==> config.mk <==
export PLATFORM = sky130hd
export DESIGN_NAME = pump_cycle_timer_top_flat
export DESIGN_NICKNAME = d
export VERILOG_FILES = /design/src/hdl/pct_pkg.sv /design/src/hdl/pct_if.sv /design/src/hdl/pct_cfg.sv /design/src/hdl/pct_front.sv /design/src/hdl/pct_queue.sv /design/src/hdl/pct_back.sv /design/src/hdl/pump_cycle_timer_top.sv /design/src/flat_wrapper.sv
export SDC_FILE = /design/constraint.sdc
export NUM_CORES = 2
export LEC_CHECK = 0
export ABC_CLOCK_PERIOD_IN_PS = 27000
export BUFFER_PORTS_ARGS = -buffer_cell sky130_fd_sc_hd__buf_2
export CAP_MARGIN = 5
export CORE_UTILIZATION = 60
export CTS_CLUSTER_SIZE = 8
export DETAILED_ROUTE_END_ITERATION = 12
export GPL_ROUTABILITY_DRIVEN = 0
export PLACE_DENSITY = 0.8
export SKIP_LAST_GASP = 1
export SLEW_MARGIN = 20
export SYNTH_ARGS = -nofsm -noshare
export SYNTH_HDL_FRONTEND = slang
export SYNTH_SLANG_ARGS = --single-unit
==> constraint.sdc <==
create_clock -name clk -period 27 [get_ports clk]
set_input_delay 1.35 -clock clk [delete_from_list [all_inputs] [get_ports clk]]
set_output_delay 1.35 -clock clk [all_outputs]
set_load 0.005 [all_outputs]
==> src/hdl/pct_pkg.sv <==
// ----------------------------------------------------------------------------
// pct_pkg: shared types and constants of the pump cycle timer
// Action classes, run modes, status codes, register indexes, queue entry.
// ----------------------------------------------------------------------------
package pct_pkg;

	localparam int TIME_W      = 32;
	localparam int CFG_INDEX_W = 8;
	localparam int CFG_DATA_W  = 16;
	localparam int OFFS_W      = 23;

	localparam logic [CFG_INDEX_W-1:0] REG_WORK_SECONDS       = 8'd0;
	localparam logic [CFG_INDEX_W-1:0] REG_WAIT_MINUTES       = 8'd1;
	localparam logic [CFG_INDEX_W-1:0] REG_FORCED_RUN_SECONDS = 8'd2;
	localparam logic [CFG_INDEX_W-1:0] REG_RELAY_HIGH_LEVEL   = 8'd3;

	localparam logic [TIME_W-1:0] MS_PER_SECOND = 32'd1000;
	localparam logic [TIME_W-1:0] MS_PER_MINUTE = 32'd60000;

	typedef enum logic [2:0] {
		ACT_TICK         = 3'd0,
		ACT_START_NORMAL = 3'd1,
		ACT_START_FORCED = 3'd2,
		ACT_START_TIMED  = 3'd3,
		ACT_STOP         = 3'd4,
		ACT_SET_OFFSET   = 3'd5,
		ACT_NOP          = 3'd6
	} action_t;

	typedef enum logic [1:0] {
		MODE_NORMAL = 2'd0,
		MODE_FORCED = 2'd1,
		MODE_TIMED  = 2'd2
	} mode_t;

	typedef enum logic [1:0] {
		STAT_DISABLED = 2'd0,
		STAT_WORKING  = 2'd1,
		STAT_WAITING  = 2'd2
	} status_t;

	typedef struct packed {
		logic [TIME_W-1:0] work_ms;
		logic [TIME_W-1:0] wait_ms;
		logic [TIME_W-1:0] forced_ms;
		logic              relay_high;
		logic              auto_on;
	} cfg_t;

	typedef struct packed {
		action_t           act;
		logic [TIME_W-1:0] now_ms;
		logic [TIME_W-1:0] offs_ms;
	} entry_t;

endpackage

==> src/hdl/pct_if.sv <==
// ----------------------------------------------------------------------------
// pct_if: channel interfaces of the pump cycle timer
// Input item, result item and configuration write channels.
// ----------------------------------------------------------------------------
interface pct_item_if;
	logic                                valid;
	logic                                ready;
	logic [2:0]                          action;
	logic [pct_pkg::TIME_W-1:0]          now_ms;
	logic signed [pct_pkg::OFFS_W-1:0]   offset_seconds;

	modport source (output valid, action, now_ms, offset_seconds, input ready);
	modport sink (input valid, action, now_ms, offset_seconds, output ready);
endinterface

interface pct_result_if;
	logic                       valid;
	logic                       ready;
	logic                       relay_level;
	logic                       working;
	logic [1:0]                 run_mode;
	logic [1:0]                 status;
	logic                       stopped_event;
	logic [pct_pkg::TIME_W-1:0] shown_time_ms;

	modport source (output valid, relay_level, working, run_mode, status, stopped_event,
		shown_time_ms, input ready);
	modport sink (input valid, relay_level, working, run_mode, status, stopped_event,
		shown_time_ms, output ready);
endinterface

interface pct_cfg_if;
	logic                            valid;
	logic                            ready;
	logic [pct_pkg::CFG_INDEX_W-1:0] index;
	logic [pct_pkg::CFG_DATA_W-1:0]  data;

	modport source (output valid, index, data, input ready);
	modport sink (input valid, index, data, output ready);
endinterface

==> src/hdl/pct_cfg.sv <==
// ----------------------------------------------------------------------------
// pct_cfg: configuration registers
// Holds the periods already scaled to milliseconds and the relay polarity.
// ----------------------------------------------------------------------------
module pct_cfg (
	input  logic            clk,
	input  logic            arst_n,
	pct_cfg_if.sink         cfg,
	output pct_pkg::cfg_t   cfg_o
);

	logic [pct_pkg::TIME_W-1:0] work_ms_q;
	logic [pct_pkg::TIME_W-1:0] wait_ms_q;
	logic [pct_pkg::TIME_W-1:0] forced_ms_q;
	logic                       relay_high_q;
	logic [pct_pkg::TIME_W-1:0] data_ext;

	assign cfg.ready = 1'b1;
	assign data_ext  = {{(pct_pkg::TIME_W - pct_pkg::CFG_DATA_W){1'b0}}, cfg.data};

	always_ff @(posedge clk or negedge arst_n) begin
		if (!arst_n) begin
			work_ms_q    <= '0;
			wait_ms_q    <= '0;
			forced_ms_q  <= '0;
			relay_high_q <= 1'b0;
		end else if (cfg.valid) begin
			unique case (cfg.index)
				pct_pkg::REG_WORK_SECONDS:       work_ms_q   <= data_ext * pct_pkg::MS_PER_SECOND;
				pct_pkg::REG_WAIT_MINUTES:       wait_ms_q   <= data_ext * pct_pkg::MS_PER_MINUTE;
				pct_pkg::REG_FORCED_RUN_SECONDS: forced_ms_q <= data_ext * pct_pkg::MS_PER_SECOND;
				pct_pkg::REG_RELAY_HIGH_LEVEL:   relay_high_q <= cfg.data[0];
				default: ;
			endcase
		end
	end

	// scaled periods are zero exactly when the written value is zero
	always_comb begin
		cfg_o.work_ms    = work_ms_q;
		cfg_o.wait_ms    = wait_ms_q;
		cfg_o.forced_ms  = forced_ms_q;
		cfg_o.relay_high = relay_high_q;
		cfg_o.auto_on    = (work_ms_q != '0) && (wait_ms_q != '0);
	end

endmodule

==> src/hdl/pct_front.sv <==
// ----------------------------------------------------------------------------
// pct_front: input front end
// Classifies the action code and scales the offset to milliseconds.
// ----------------------------------------------------------------------------
module pct_front (
	pct_item_if.sink          item,
	input  logic              q_ready,
	output logic              q_valid,
	output pct_pkg::entry_t   q_entry
);

	logic [pct_pkg::TIME_W-1:0] offs_ext;

	assign item.ready = q_ready;
	assign q_valid    = item.valid;
	assign offs_ext   = {{(pct_pkg::TIME_W - pct_pkg::OFFS_W){item.offset_seconds[pct_pkg::OFFS_W-1]}},
		item.offset_seconds};

	always_comb begin
		q_entry.now_ms  = item.now_ms;
		q_entry.offs_ms = offs_ext * pct_pkg::MS_PER_SECOND;
		unique case (item.action)
			pct_pkg::ACT_TICK:         q_entry.act = pct_pkg::ACT_TICK;
			pct_pkg::ACT_START_NORMAL: q_entry.act = pct_pkg::ACT_START_NORMAL;
			pct_pkg::ACT_START_FORCED: q_entry.act = pct_pkg::ACT_START_FORCED;
			pct_pkg::ACT_START_TIMED:  q_entry.act = pct_pkg::ACT_START_TIMED;
			pct_pkg::ACT_STOP:         q_entry.act = pct_pkg::ACT_STOP;
			pct_pkg::ACT_SET_OFFSET:   q_entry.act = pct_pkg::ACT_SET_OFFSET;
			default:                   q_entry.act = pct_pkg::ACT_NOP;
		endcase
	end

endmodule

==> src/hdl/pct_queue.sv <==
// ----------------------------------------------------------------------------
// pct_queue: small queue between front and back end
// Register-based first-in first-out buffer with head read.
// ----------------------------------------------------------------------------
module pct_queue #(
	parameter int W     = 8,
	parameter int DEPTH = 2
) (
	input  logic         clk,
	input  logic         arst_n,
	input  logic         wr_valid,
	output logic         wr_ready,
	input  logic [W-1:0] wr_data,
	output logic         rd_valid,
	input  logic         rd_ready,
	output logic [W-1:0] rd_data
);

	localparam int PTR_W = (DEPTH > 1) ? $clog2(DEPTH) : 1;
	localparam int CNT_W = $clog2(DEPTH + 1);

	logic [W-1:0]     mem_q [DEPTH];
	logic [PTR_W-1:0] wr_ptr_q;
	logic [PTR_W-1:0] rd_ptr_q;
	logic [CNT_W-1:0] count_q;
	logic             push;
	logic             pop;

	assign wr_ready = (count_q != CNT_W'(DEPTH));
	assign rd_valid = (count_q != '0);
	assign rd_data  = mem_q[rd_ptr_q];
	assign push     = wr_valid && wr_ready;
	assign pop      = rd_valid && rd_ready;

	always_ff @(posedge clk) begin
		if (push) begin
			mem_q[wr_ptr_q] <= wr_data;
		end
	end

	always_ff @(posedge clk or negedge arst_n) begin
		if (!arst_n) begin
			wr_ptr_q <= '0;
			rd_ptr_q <= '0;
			count_q  <= '0;
		end else begin
			if (push) begin
				wr_ptr_q <= (wr_ptr_q == PTR_W'(DEPTH - 1)) ? '0 : wr_ptr_q + 1'b1;
			end
			if (pop) begin
				rd_ptr_q <= (rd_ptr_q == PTR_W'(DEPTH - 1)) ? '0 : rd_ptr_q + 1'b1;
			end
			if (push && !pop) begin
				count_q <= count_q + 1'b1;
			end else if (pop && !push) begin
				count_q <= count_q - 1'b1;
			end
		end
	end

endmodule

==> src/hdl/pct_back.sv <==
// ----------------------------------------------------------------------------
// pct_back: timer back end
// Updates the run state per beat, then formats status and shown time.
// ----------------------------------------------------------------------------
module pct_back (
	input  logic             clk,
	input  logic             arst_n,
	input  pct_pkg::cfg_t    cfg_i,
	input  logic             q_valid,
	output logic             q_ready,
	input  pct_pkg::entry_t  q_entry,
	pct_result_if.source     result
);

	localparam int TW = pct_pkg::TIME_W;

	logic               running_q;
	pct_pkg::mode_t     mode_q;
	logic [TW-1:0]      start_q;
	logic [TW-1:0]      stop_q;
	logic [TW-1:0]      offset_q;

	logic               running_d;
	pct_pkg::mode_t     mode_d;
	logic [TW-1:0]      start_d;
	logic [TW-1:0]      stop_d;
	logic [TW-1:0]      offset_d;
	logic [TW-1:0]      cur_new;
	logic               stopped_d;

	logic [TW-1:0]      cur;
	logic [TW-1:0]      cur_offs;
	logic [TW-1:0]      run_period;
	logic               tick_start;
	logic               tick_stop;

	logic               valid_s1;
	logic               running_s1;
	pct_pkg::mode_t     mode_s1;
	logic [TW-1:0]      base_s1;
	logic [TW-1:0]      cur_s1;
	logic               stopped_s1;

	logic [TW-1:0]      period;
	logic [TW-1:0]      fin;
	logic [TW-1:0]      shown;
	pct_pkg::status_t   status;

	logic               out_free;
	logic               s1_free;
	logic               pop;

	assign out_free = !result.valid || result.ready;
	assign s1_free  = !valid_s1 || out_free;
	assign q_ready  = s1_free;
	assign pop      = q_valid && s1_free;

	assign cur        = q_entry.now_ms + offset_q;
	assign cur_offs   = q_entry.now_ms + q_entry.offs_ms;
	assign run_period = (mode_q == pct_pkg::MODE_TIMED) ? cfg_i.forced_ms : cfg_i.work_ms;
	assign tick_start = cfg_i.auto_on && !running_q && ((cur - stop_q) >= cfg_i.wait_ms);
	assign tick_stop  = running_q && ((cur - start_q) >= run_period)
		&& (mode_q != pct_pkg::MODE_FORCED);

	always_comb begin
		running_d = running_q;
		mode_d    = mode_q;
		start_d   = start_q;
		stop_d    = stop_q;
		offset_d  = offset_q;
		cur_new   = cur;
		stopped_d = 1'b0;
		unique case (q_entry.act) inside
			pct_pkg::ACT_TICK: begin
				if (tick_start) begin
					running_d = 1'b1;
					offset_d  = '0;
					start_d   = q_entry.now_ms;
					cur_new   = q_entry.now_ms;
				end else if (tick_stop) begin
					running_d = 1'b0;
					stop_d    = cur;
					mode_d    = pct_pkg::MODE_NORMAL;
					stopped_d = 1'b1;
				end
			end
			pct_pkg::ACT_START_NORMAL, pct_pkg::ACT_START_FORCED,
			pct_pkg::ACT_START_TIMED: begin
				running_d = 1'b1;
				offset_d  = '0;
				start_d   = q_entry.now_ms;
				cur_new   = q_entry.now_ms;
				if (q_entry.act == pct_pkg::ACT_START_FORCED) begin
					mode_d = pct_pkg::MODE_FORCED;
				end else if (q_entry.act == pct_pkg::ACT_START_TIMED) begin
					mode_d = pct_pkg::MODE_TIMED;
				end else begin
					mode_d = pct_pkg::MODE_NORMAL;
				end
			end
			pct_pkg::ACT_STOP: begin
				running_d = 1'b0;
				stop_d    = cur;
				mode_d    = pct_pkg::MODE_NORMAL;
				stopped_d = 1'b1;
			end
			pct_pkg::ACT_SET_OFFSET: begin
				offset_d = q_entry.offs_ms;
				cur_new  = cur_offs;
			end
			default: ;
		endcase
	end

	always_ff @(posedge clk or negedge arst_n) begin
		if (!arst_n) begin
			running_q <= 1'b0;
			mode_q    <= pct_pkg::MODE_NORMAL;
			start_q   <= '0;
			stop_q    <= '0;
			offset_q  <= '0;
		end else if (pop) begin
			running_q <= running_d;
			mode_q    <= mode_d;
			start_q   <= start_d;
			stop_q    <= stop_d;
			offset_q  <= offset_d;
		end
	end

	always_ff @(posedge clk or negedge arst_n) begin
		if (!arst_n) begin
			valid_s1 <= 1'b0;
		end else if (s1_free) begin
			valid_s1 <= q_valid;
		end
	end

	always_ff @(posedge clk) begin
		if (pop) begin
			running_s1 <= running_d;
			mode_s1    <= mode_d;
			base_s1    <= running_d ? start_d : stop_d;
			cur_s1     <= cur_new;
			stopped_s1 <= stopped_d;
		end
	end

	// phase length and shown time (remaining, or elapsed in forced mode) from the updated state
	always_comb begin
		if (mode_s1 == pct_pkg::MODE_TIMED) begin
			period = cfg_i.forced_ms;
		end else if (running_s1) begin
			period = cfg_i.work_ms;
		end else begin
			period = cfg_i.wait_ms;
		end
		fin = base_s1 + period;
		if (!cfg_i.auto_on && (mode_s1 == pct_pkg::MODE_NORMAL)) begin
			status = pct_pkg::STAT_DISABLED;
			shown  = '0;
		end else begin
			status = running_s1 ? pct_pkg::STAT_WORKING : pct_pkg::STAT_WAITING;
			if (mode_s1 == pct_pkg::MODE_FORCED) begin
				shown = cur_s1 - base_s1;
			end else begin
				shown = (cur_s1 < fin) ? (fin - cur_s1) : '0;
			end
		end
	end

	always_ff @(posedge clk or negedge arst_n) begin
		if (!arst_n) begin
			result.valid <= 1'b0;
		end else if (out_free) begin
			result.valid <= valid_s1;
		end
	end

	always_ff @(posedge clk) begin
		if (out_free && valid_s1) begin
			result.relay_level   <= running_s1 ^ cfg_i.relay_high;
			result.working       <= running_s1;
			result.run_mode      <= mode_s1;
			result.status        <= status;
			result.stopped_event <= stopped_s1;
			result.shown_time_ms <= shown;
		end
	end

endmodule

==> src/hdl/pump_cycle_timer_top.sv <==
// ----------------------------------------------------------------------------
// pump_cycle_timer_top: cyclic relay timer for a pump
// Path: an input beat passes the queue, then the stage s1 registers, then the result register.
// Throughput: one item per cycle unless the result side stalls; the run state update is combinational.
// Queue of QUEUE_DEPTH entries lets front and back end stall independently.
// Reset: asynchronous, active low; clears run state, offset, stamps and config.
// ----------------------------------------------------------------------------
module pump_cycle_timer_top #(
	parameter int QUEUE_DEPTH = 2
) (
	input  logic          clk,
	input  logic          arst_n,
	pct_item_if.sink      item,
	pct_result_if.source  result,
	pct_cfg_if.sink       cfg
);

	pct_pkg::cfg_t   cfg_s;
	pct_pkg::entry_t front_entry;
	pct_pkg::entry_t head_entry;
	logic            front_valid;
	logic            front_ready;
	logic            head_valid;
	logic            head_ready;

	pct_cfg u_cfg (
		.clk    (clk),
		.arst_n (arst_n),
		.cfg    (cfg),
		.cfg_o  (cfg_s)
	);

	pct_front u_front (
		.item    (item),
		.q_ready (front_ready),
		.q_valid (front_valid),
		.q_entry (front_entry)
	);

	pct_queue #(
		.W     ($bits(pct_pkg::entry_t)),
		.DEPTH (QUEUE_DEPTH)
	) u_queue (
		.clk      (clk),
		.arst_n   (arst_n),
		.wr_valid (front_valid),
		.wr_ready (front_ready),
		.wr_data  (front_entry),
		.rd_valid (head_valid),
		.rd_ready (head_ready),
		.rd_data  (head_entry)
	);

	pct_back u_back (
		.clk     (clk),
		.arst_n  (arst_n),
		.cfg_i   (cfg_s),
		.q_valid (head_valid),
		.q_ready (head_ready),
		.q_entry (head_entry),
		.result  (result)
	);

endmodule

==> src/flat_wrapper.sv <==
// flat-port wrapper written by rule: the top's interface ports become plain ports
module pump_cycle_timer_top_flat 
#(
	parameter int QUEUE_DEPTH = 2
)
  (clk, arst_n, item_valid, item_action, item_now_ms, item_offset_seconds, item_ready, result_valid, result_relay_level, result_working, result_run_mode, result_status, result_stopped_event, result_shown_time_ms, result_ready, cfg_valid, cfg_index, cfg_data, cfg_ready);
  pct_item_if item_i ();
  pct_result_if result_i ();
  pct_cfg_if cfg_i ();
  input  logic clk;
  input  logic arst_n;
  input wire logic [$bits(item_i.valid)-1:0] item_valid;
  input wire logic [$bits(item_i.action)-1:0] item_action;
  input wire logic [$bits(item_i.now_ms)-1:0] item_now_ms;
  input wire logic [$bits(item_i.offset_seconds)-1:0] item_offset_seconds;
  output wire logic [$bits(item_i.ready)-1:0] item_ready;
  output wire logic [$bits(result_i.valid)-1:0] result_valid;
  output wire logic [$bits(result_i.relay_level)-1:0] result_relay_level;
  output wire logic [$bits(result_i.working)-1:0] result_working;
  output wire logic [$bits(result_i.run_mode)-1:0] result_run_mode;
  output wire logic [$bits(result_i.status)-1:0] result_status;
  output wire logic [$bits(result_i.stopped_event)-1:0] result_stopped_event;
  output wire logic [$bits(result_i.shown_time_ms)-1:0] result_shown_time_ms;
  input wire logic [$bits(result_i.ready)-1:0] result_ready;
  input wire logic [$bits(cfg_i.valid)-1:0] cfg_valid;
  input wire logic [$bits(cfg_i.index)-1:0] cfg_index;
  input wire logic [$bits(cfg_i.data)-1:0] cfg_data;
  output wire logic [$bits(cfg_i.ready)-1:0] cfg_ready;
  assign item_i.valid = item_valid;
  assign item_i.action = item_action;
  assign item_i.now_ms = item_now_ms;
  assign item_i.offset_seconds = item_offset_seconds;
  assign item_ready = item_i.ready;
  assign result_valid = result_i.valid;
  assign result_relay_level = result_i.relay_level;
  assign result_working = result_i.working;
  assign result_run_mode = result_i.run_mode;
  assign result_status = result_i.status;
  assign result_stopped_event = result_i.stopped_event;
  assign result_shown_time_ms = result_i.shown_time_ms;
  assign result_i.ready = result_ready;
  assign cfg_i.valid = cfg_valid;
  assign cfg_i.index = cfg_index;
  assign cfg_i.data = cfg_data;
  assign cfg_ready = cfg_i.ready;
  pump_cycle_timer_top #(.QUEUE_DEPTH(QUEUE_DEPTH)) u_core (.clk(clk), .arst_n(arst_n), .item(item_i), .result(result_i), .cfg(cfg_i));
endmodule
# == Word level (Yosys, flattened, before mapping) ==
# Memory sizes are Yosys's and may differ from the RTL's.
# Cells that the tools add are included.
# classes
bitwise,1
n_addsub,11
n_eq_ne,19
reduce_logical,34
multipliers,3
order_cmp,3
muxes,34
# op_table
op,n
32-bit two-way mux,11
32-bit one-hot mux with 3 select lines,2
32-bit one-hot mux with 2 select lines,2
32-bit subtractor,4
32-bit adder,3
32-bit >= comparator,2
32-bit nonzero test,2
32-bit less-than comparator,1
"32-bit by 7-bit multiplier with 29-bit output, second input constant",1
"16-bit by 11-bit multiplier with 27-bit output, second input constant",1
"16-bit by 7-bit multiplier with 23-bit output, second input constant",1
3-bit one-hot mux with 6 select lines,1
"8-bit by 2-bit equality test with 1-bit output, second input constant",2
2-bit two-way mux,7
"3-bit by 2-bit equality test with 1-bit output, second input constant",4
"3-bit equality test, second input constant",4
1-bit logical AND,11
"8-bit by 1-bit equality test with 1-bit output, second input constant",1
8-bit logical NOT,1
1-bit two-way mux,8
2-bit AND reduction,4
"3-bit by 1-bit equality test with 1-bit output, second input constant",2
1-bit logical NOT,6
3-bit logical NOT,2
other kinds (17),22
# totals
in_bits,87
mem_bits_rw,128
regBits,298
wordCells,131
n_memories,1
output_inout_bits,42
# mem_list
name,depth,width,rd,rd_ports_with_merged_regs,wr,line_no,text
u_core.u_queue.mem_q,2,64,1,0,1,pct_queue.sv:22,logic [W-1:0] mem_q [DEPTH];

# == Depth between registers and ports, before layout ==
# An unclocked memory read counts as a cell.
# depth
word_depth,10
ltp_mapped,42
mapped_depth_nobuf,36

# == Modules after synthesis ==
# From an unflattened synthesis, not the netlist that was laid out.
# unflattened
cells_unflattened,4252
hier_area_um2,40311.2
# by_module_without_submodules
mod,seq_area_each_um2,cells_each,area_each_um2,instances
pct_back,5740.5,2683,22482.8,1
pct_cfg,1851.8,886,8534.4,1
pct_queue,4124.0,227,5119.9,1
pct_front,0.0,456,4174.0,1

# == Worst setup path after synthesis ==
# OpenSTA, ideal clock, no wires.
# synth_timing
path_type,reg2reg
start,register u_core.u_queue.rd_ptr_q
end,register u_core.u_back.base_s1[24] (data pin)
arrival_time_ns,8.333
period_less_slack_ns,8.595
required_ns,26.738
slack_ns,18.405
setup_time_ns,0.262
stages_incl_launch_ff,42
path_buffers,6
cell_sequence,dfrtp_1 clkbuf_1 clkbuf_1 buf_1 clkbuf_1 mux2i_1 inv_1 ha_1 inv_1 fa_1 nand2b_1 a21o_1 a21oi_1 a31oi_1 o21bai_1 a21oi_1 xnor2_1 ha_1 [... 6 more ...] a31oi_1 a211oi_1 o21ai_0 a21oi_1 xnor2_1 ha_1 nand4_1 or2_2 a2111o_1 a211oi_1 nor2_1 a21oi_1 clkbuf_1 clkbuf_1 nand2_1 o211ai_1 o21ai_0 mux2_1
# synth_via
elab_chain_cells,10
word_cells_on_any_way,24
cone_classes,add/sub (3); order compare (2); eq/ne (4); mux (9); reduce/logical (5); memory (1)
# synth_lines
item,line_no,text
"start, declared",pct_queue.sv:24,logic [PTR_W-1:0] rd_ptr_q;
"start signal, assigned",pct_queue.sv:51,rd_ptr_q <= (rd_ptr_q == PTR_W'(DEPTH - 1)) ? '0 : rd_ptr_q + 1'b1;
memory read 2 x 64 bit *,-,
32-bit adder,pct_back.sv:58,assign cur = q_entry.now_ms + offset_q;
32-bit subtractor,pct_back.sv:62,assign tick_stop = running_q && ((cur - start_q) >= run_period)
32-bit >= comparator,pct_back.sv:62,
1-bit logical AND,pct_back.sv:62,
1-bit logical AND,pct_back.sv:63,&& (mode_q != pct_pkg::MODE_FORCED);
1-bit two-way mux or 32-bit two-way mux (tied branches),pct_back.sv:80,end else if (tick_stop) begin
1-bit two-way mux or 32-bit two-way mux (tied branches),pct_back.sv:75,if (tick_start) begin
1-bit one-hot mux with 3 select lines or 32-bit one-hot mux with 2 select lines (tied branches),pct_back.sv:73,unique case (q_entry.act) inside
32-bit two-way mux *,pct_back.sv:143,base_s1 <= running_d ? start_d : stop_d;
"end signal, assigned",pct_back.sv:143,
"end, declared",pct_back.sv:40,logic [TW-1:0] base_s1;
# Every way passes the cells marked *; elsewhere a longest branch is shown, timed or not.
# A chain may end at the register's enable or synchronous reset.

# == Final worst setup path ==
# layout_timing
start,register u_core.u_queue.rd_ptr_q
end,register u_core.u_back.offset_q[13]
# layout_via
elab_chain_cells,7
word_cells_on_any_way,15
cone_classes,add/sub (2); order compare (1); eq/ne (5); mux (1); reduce/logical (5); memory (1)
# layout_lines
item,line_no,text
memory read 2 x 64 bit *,-,
32-bit adder,pct_back.sv:58,
32-bit subtractor,pct_back.sv:61,assign tick_start = cfg_i.auto_on && !running_q && ((cur - stop_q) >= cfg_i.wait_ms);
32-bit >= comparator,pct_back.sv:61,
1-bit logical AND,pct_back.sv:61,
2-bit inequality test (no line),-,
3-bit AND reduction (no line),-,
"end signal, assigned",pct_back.sv:127,offset_q <= offset_d;
"end, declared",pct_back.sv:21,logic [TW-1:0] offset_q;
# Marks and branches as above.

==> key figures <==
Outcome
  – Status: completed

Setup path
  – Reg2reg end: u_core.u_back.offset_q[13]
  – CP Capture Type: flip-flop
  – Crit path launch type: flip-flop
  – Cell repeated most along the worst path: a21oi_1
  – Register-to-register setup slack: 17.57 ns
  – Launching point of the worst reg2reg path: u_core.u_queue.rd_ptr_q
  – R2R depth: 33
  – Crit path from: u_core.u_queue.rd_ptr_q
  – Crit Path Class: reg2reg
  – Worst-path maximum fanout: 29
  – Max incr delay on CP: 0.83 ns
  – CP arrival: 9.94 ns
  – CP max-delay cell: dfrtp_2
  – CP endpoint: u_core.u_back.offset_q[13]
  – WP data required: 27.51 ns

Layout
  – # fillers: 4803
  – Non-Filler Instances: 4813
  – Multi-input logic area: 24200 um^2
  – Layout area overhead: 8.80%
  – Most frequent cells in the layout: 425 x ha_1, 398 x inv_1, 292 x a21oi_1
  – Finished Cell Area: 40800 um^2
  – Commonest non-fill, non-tap cell in the layout: ha_1
  – Sequential cell area: 11500 um^2
  – Share of layout cells above drive strength 1: 9.91%
  – Total Nets Final: 4632

Floorplan
  – CORE AREA: 61700 um^2
  – Die area: 63400 um^2
  – Die Span Y: 252 um
  – # IOs: 129
  – Initial Utilization: 60.7%
  – Die Width: 252 um
  – # rows: 91

Drt
  – Vias per cell: 6.11
  – DRC viols: 0
  – Drt wl/cell: 20.3 um
  – First DRT Iteration DRCs: 3081
  – Via Count: 29.4k
  – Drt pass-1 iters: 6
  – Drt total wl: 97.5 mm
  – Antenna-violating nets left: 0

Timing
  – Slew margin rel.: 26.7%
  – Fin Setup TNS: 0 ns
  – Shortest period the worst path allows: 9.43 ns
  – Clk_skew: 0.0235 ns
  – Final setup fails: 0
  – Slew Viols, Final: 0
  – Fin worst setup slack: 17.57 ns
  – Worst-margin pin slew: 1.10 ns
  – Fmax achieved: 0.106 GHz
  – Final-report hold violation count: 0
  – RSZ-0062 raised after global routing: false
  – Final period util: 34.9%

Clocking
  – Longest Clk Path Bufs: 3
  – Cts hold-fix bufs: 0
  – CTS Buf Count: 57
  – Setup Buffers After CTS: 0
  – Clock sinks: 411
  – Worst-path clk slew: 0.05 ns
  – Htree depth: 2
  – CTS-repair resized insts: 0
  – Clock Latency Late Sink: 0.64 ns
  – CTS root buffer: clkbuf_16
  – CTS tree: done

Synth
  – Post-synth cell types: 89
  – Synth Cell Area: 37500 um^2
  – Synth Flop Type: edfxtp_1
  – Syn_nets: 4512
  – Syn. warnings: 0
  – Sequential share of the synthesized area: 30.6%
  – Synthesized flop and latch total: 411
  – Synth Area per Inst: 9.84 um^2
  – Post-synth EDFFs: 235
  – Cells after Synth: 3808
  – Ys async rst share: 42.8%

Global route
  – Number of global-route vias before repair: 28.7k
  – Pin count of the biggest net entering global routing: 74
  – Initial antenna violation count: 4
  – First-pass GRT wire length: 155 mm
  – Remaining Overflow, GRT: 0
  – GRT Total Usage: 31.0%

Job
  – Maxcap violations: 0

Placed design
  – Dpl cell area: 39000 um^2
  – Dpl ws: 17.38 ns
  – Placed cells: 4706
  – Port Buffers: 127
  – Final HPWL DP: 76.5 mm

Hold path
  – Hold WC Path Type: reg2reg
  – Min-Delay Startpoint: u_core.u_back.stopped_s1
metrics by stage:
step / utilization [%] / hold WS (ns)
after floorplan: - / 0.400
after global placement: 63.3 / 0.412
after detailed placement: 63.3 / 0.405
after CTS: 66.0 / 0.417
after global routing: 66.0 / 0.429
final: 66.0 / 0.415
state kept, by name, summed over array words and instances (netlist names), 2 cells and up:
signal,flops
u_core.u_back.result.shown_time_ms,32
u_core.u_back.offset_q,29
u_core.u_back.result.status,2
u_core.u_queue.count_q,2
u_core.u_back.cur_s1,32
u_core.u_back.start_q,32
u_core.u_queue.mem_q,128
u_core.u_cfg.work_ms_q,23
u_core.u_back.mode_q,2
u_core.u_back.mode_s1,2
u_core.u_back.result.run_mode,2
u_core.u_cfg.forced_ms_q,23
u_core.u_back.base_s1,32
u_core.u_cfg.wait_ms_q,27
u_core.u_back.stop_q,32
layout make-up:
class | instances | share of cell area [%]
diodes | 1 | 0.00614
well taps | 837 | 2.57
multi-input cells | 2902 | 59.3
clock inverters | 2 | 0.147
clock buffers | 104 | 4.03
inverters | 399 | 3.68
repair buffers | 157 | 2.13
flip-flops and latches | 411 | 28.1
critical path, delay by kind of cell, from the launching register on:
family                     cells  cell delay [ns]
AOI/OAI and AO/OA             17             4.56
xor gates and xnor gates       2             0.45
muxes                          1             0.58
DFF                            1             0.83
buffers and inverters          3             0.56
and+or+nand+nor                7             1.32
adders and majority gates      3             0.97
cell families (layout without fill, tap and decap cells):
group                    Yosys count  count (layout)  synth area share, %
AND/OR/NAND/NOR                  814             814                 10.3
XOR/XNOR                         246             246                 5.75
AO/OA/AOI/OAI                    994             994                 17.3
multiplexers                     230             230                 6.62
adder cells (fa/ha/maj)          617             617                 24.5
flip-flops                       411             411                 30.6
buffers and inverters            495             662                 5.02
other                              1               2               0.0100
layer usage:
metal | share of wire, % | GRT usage [%] | vias to the layer above
met5 | 0 | 0 | -
met4 | 4.5 | 13.3 | 0
met1 | 41 | 41.9 | 14100
met2 | 45 | 49.3 | 1166
li1 | - | - | 13900
met3 | 9.0 | 5.41 | 213
how the worst min path moves through the flow:
stage	slack, ns	cells after the start	to
floorplan	0.40	0	u_core.u_back.result.stopped_event
global placement	0.41	0	u_core.u_back.result.stopped_event
detailed placement	0.40	0	u_core.u_back.result.stopped_event
CTS	0.42	0	u_core.u_back.result.stopped_event
global route	0.43	0	u_core.u_back.result.stopped_event
finish	0.42	0	u_core.u_back.result.stopped_event
synthesized netlist by cell type (31+ instances only):
library cell    n  share of area, %
nor3_1         63              0.84
xor2_1         81               1.9
nor2_1        239               2.4
o211ai_1       32              0.64
ha_1          425                14
o21ai_0       211               2.8
mux2_2        125               3.8
mux2i_1        87               2.3
dfrtp_1       176                12
clkbuf_1       80              0.80
o21bai_1       34              0.68
inv_1         398               4.0
fa_1          192                10
nand2_1       220               2.2
a21oi_1       293               3.9
nor2b_1        38              0.63
edfxtp_1      235                19
nand3_1        68              0.91
nand2b_1       34              0.57
a21o_1        121               2.4
xnor2_1       165               3.9
nand4_1        31              0.52
o21a_1         40              0.80
Power is left out: the tool's default activity adds up to more than one toggle a clock period on the data nets, which glitch-free logic cannot reach.
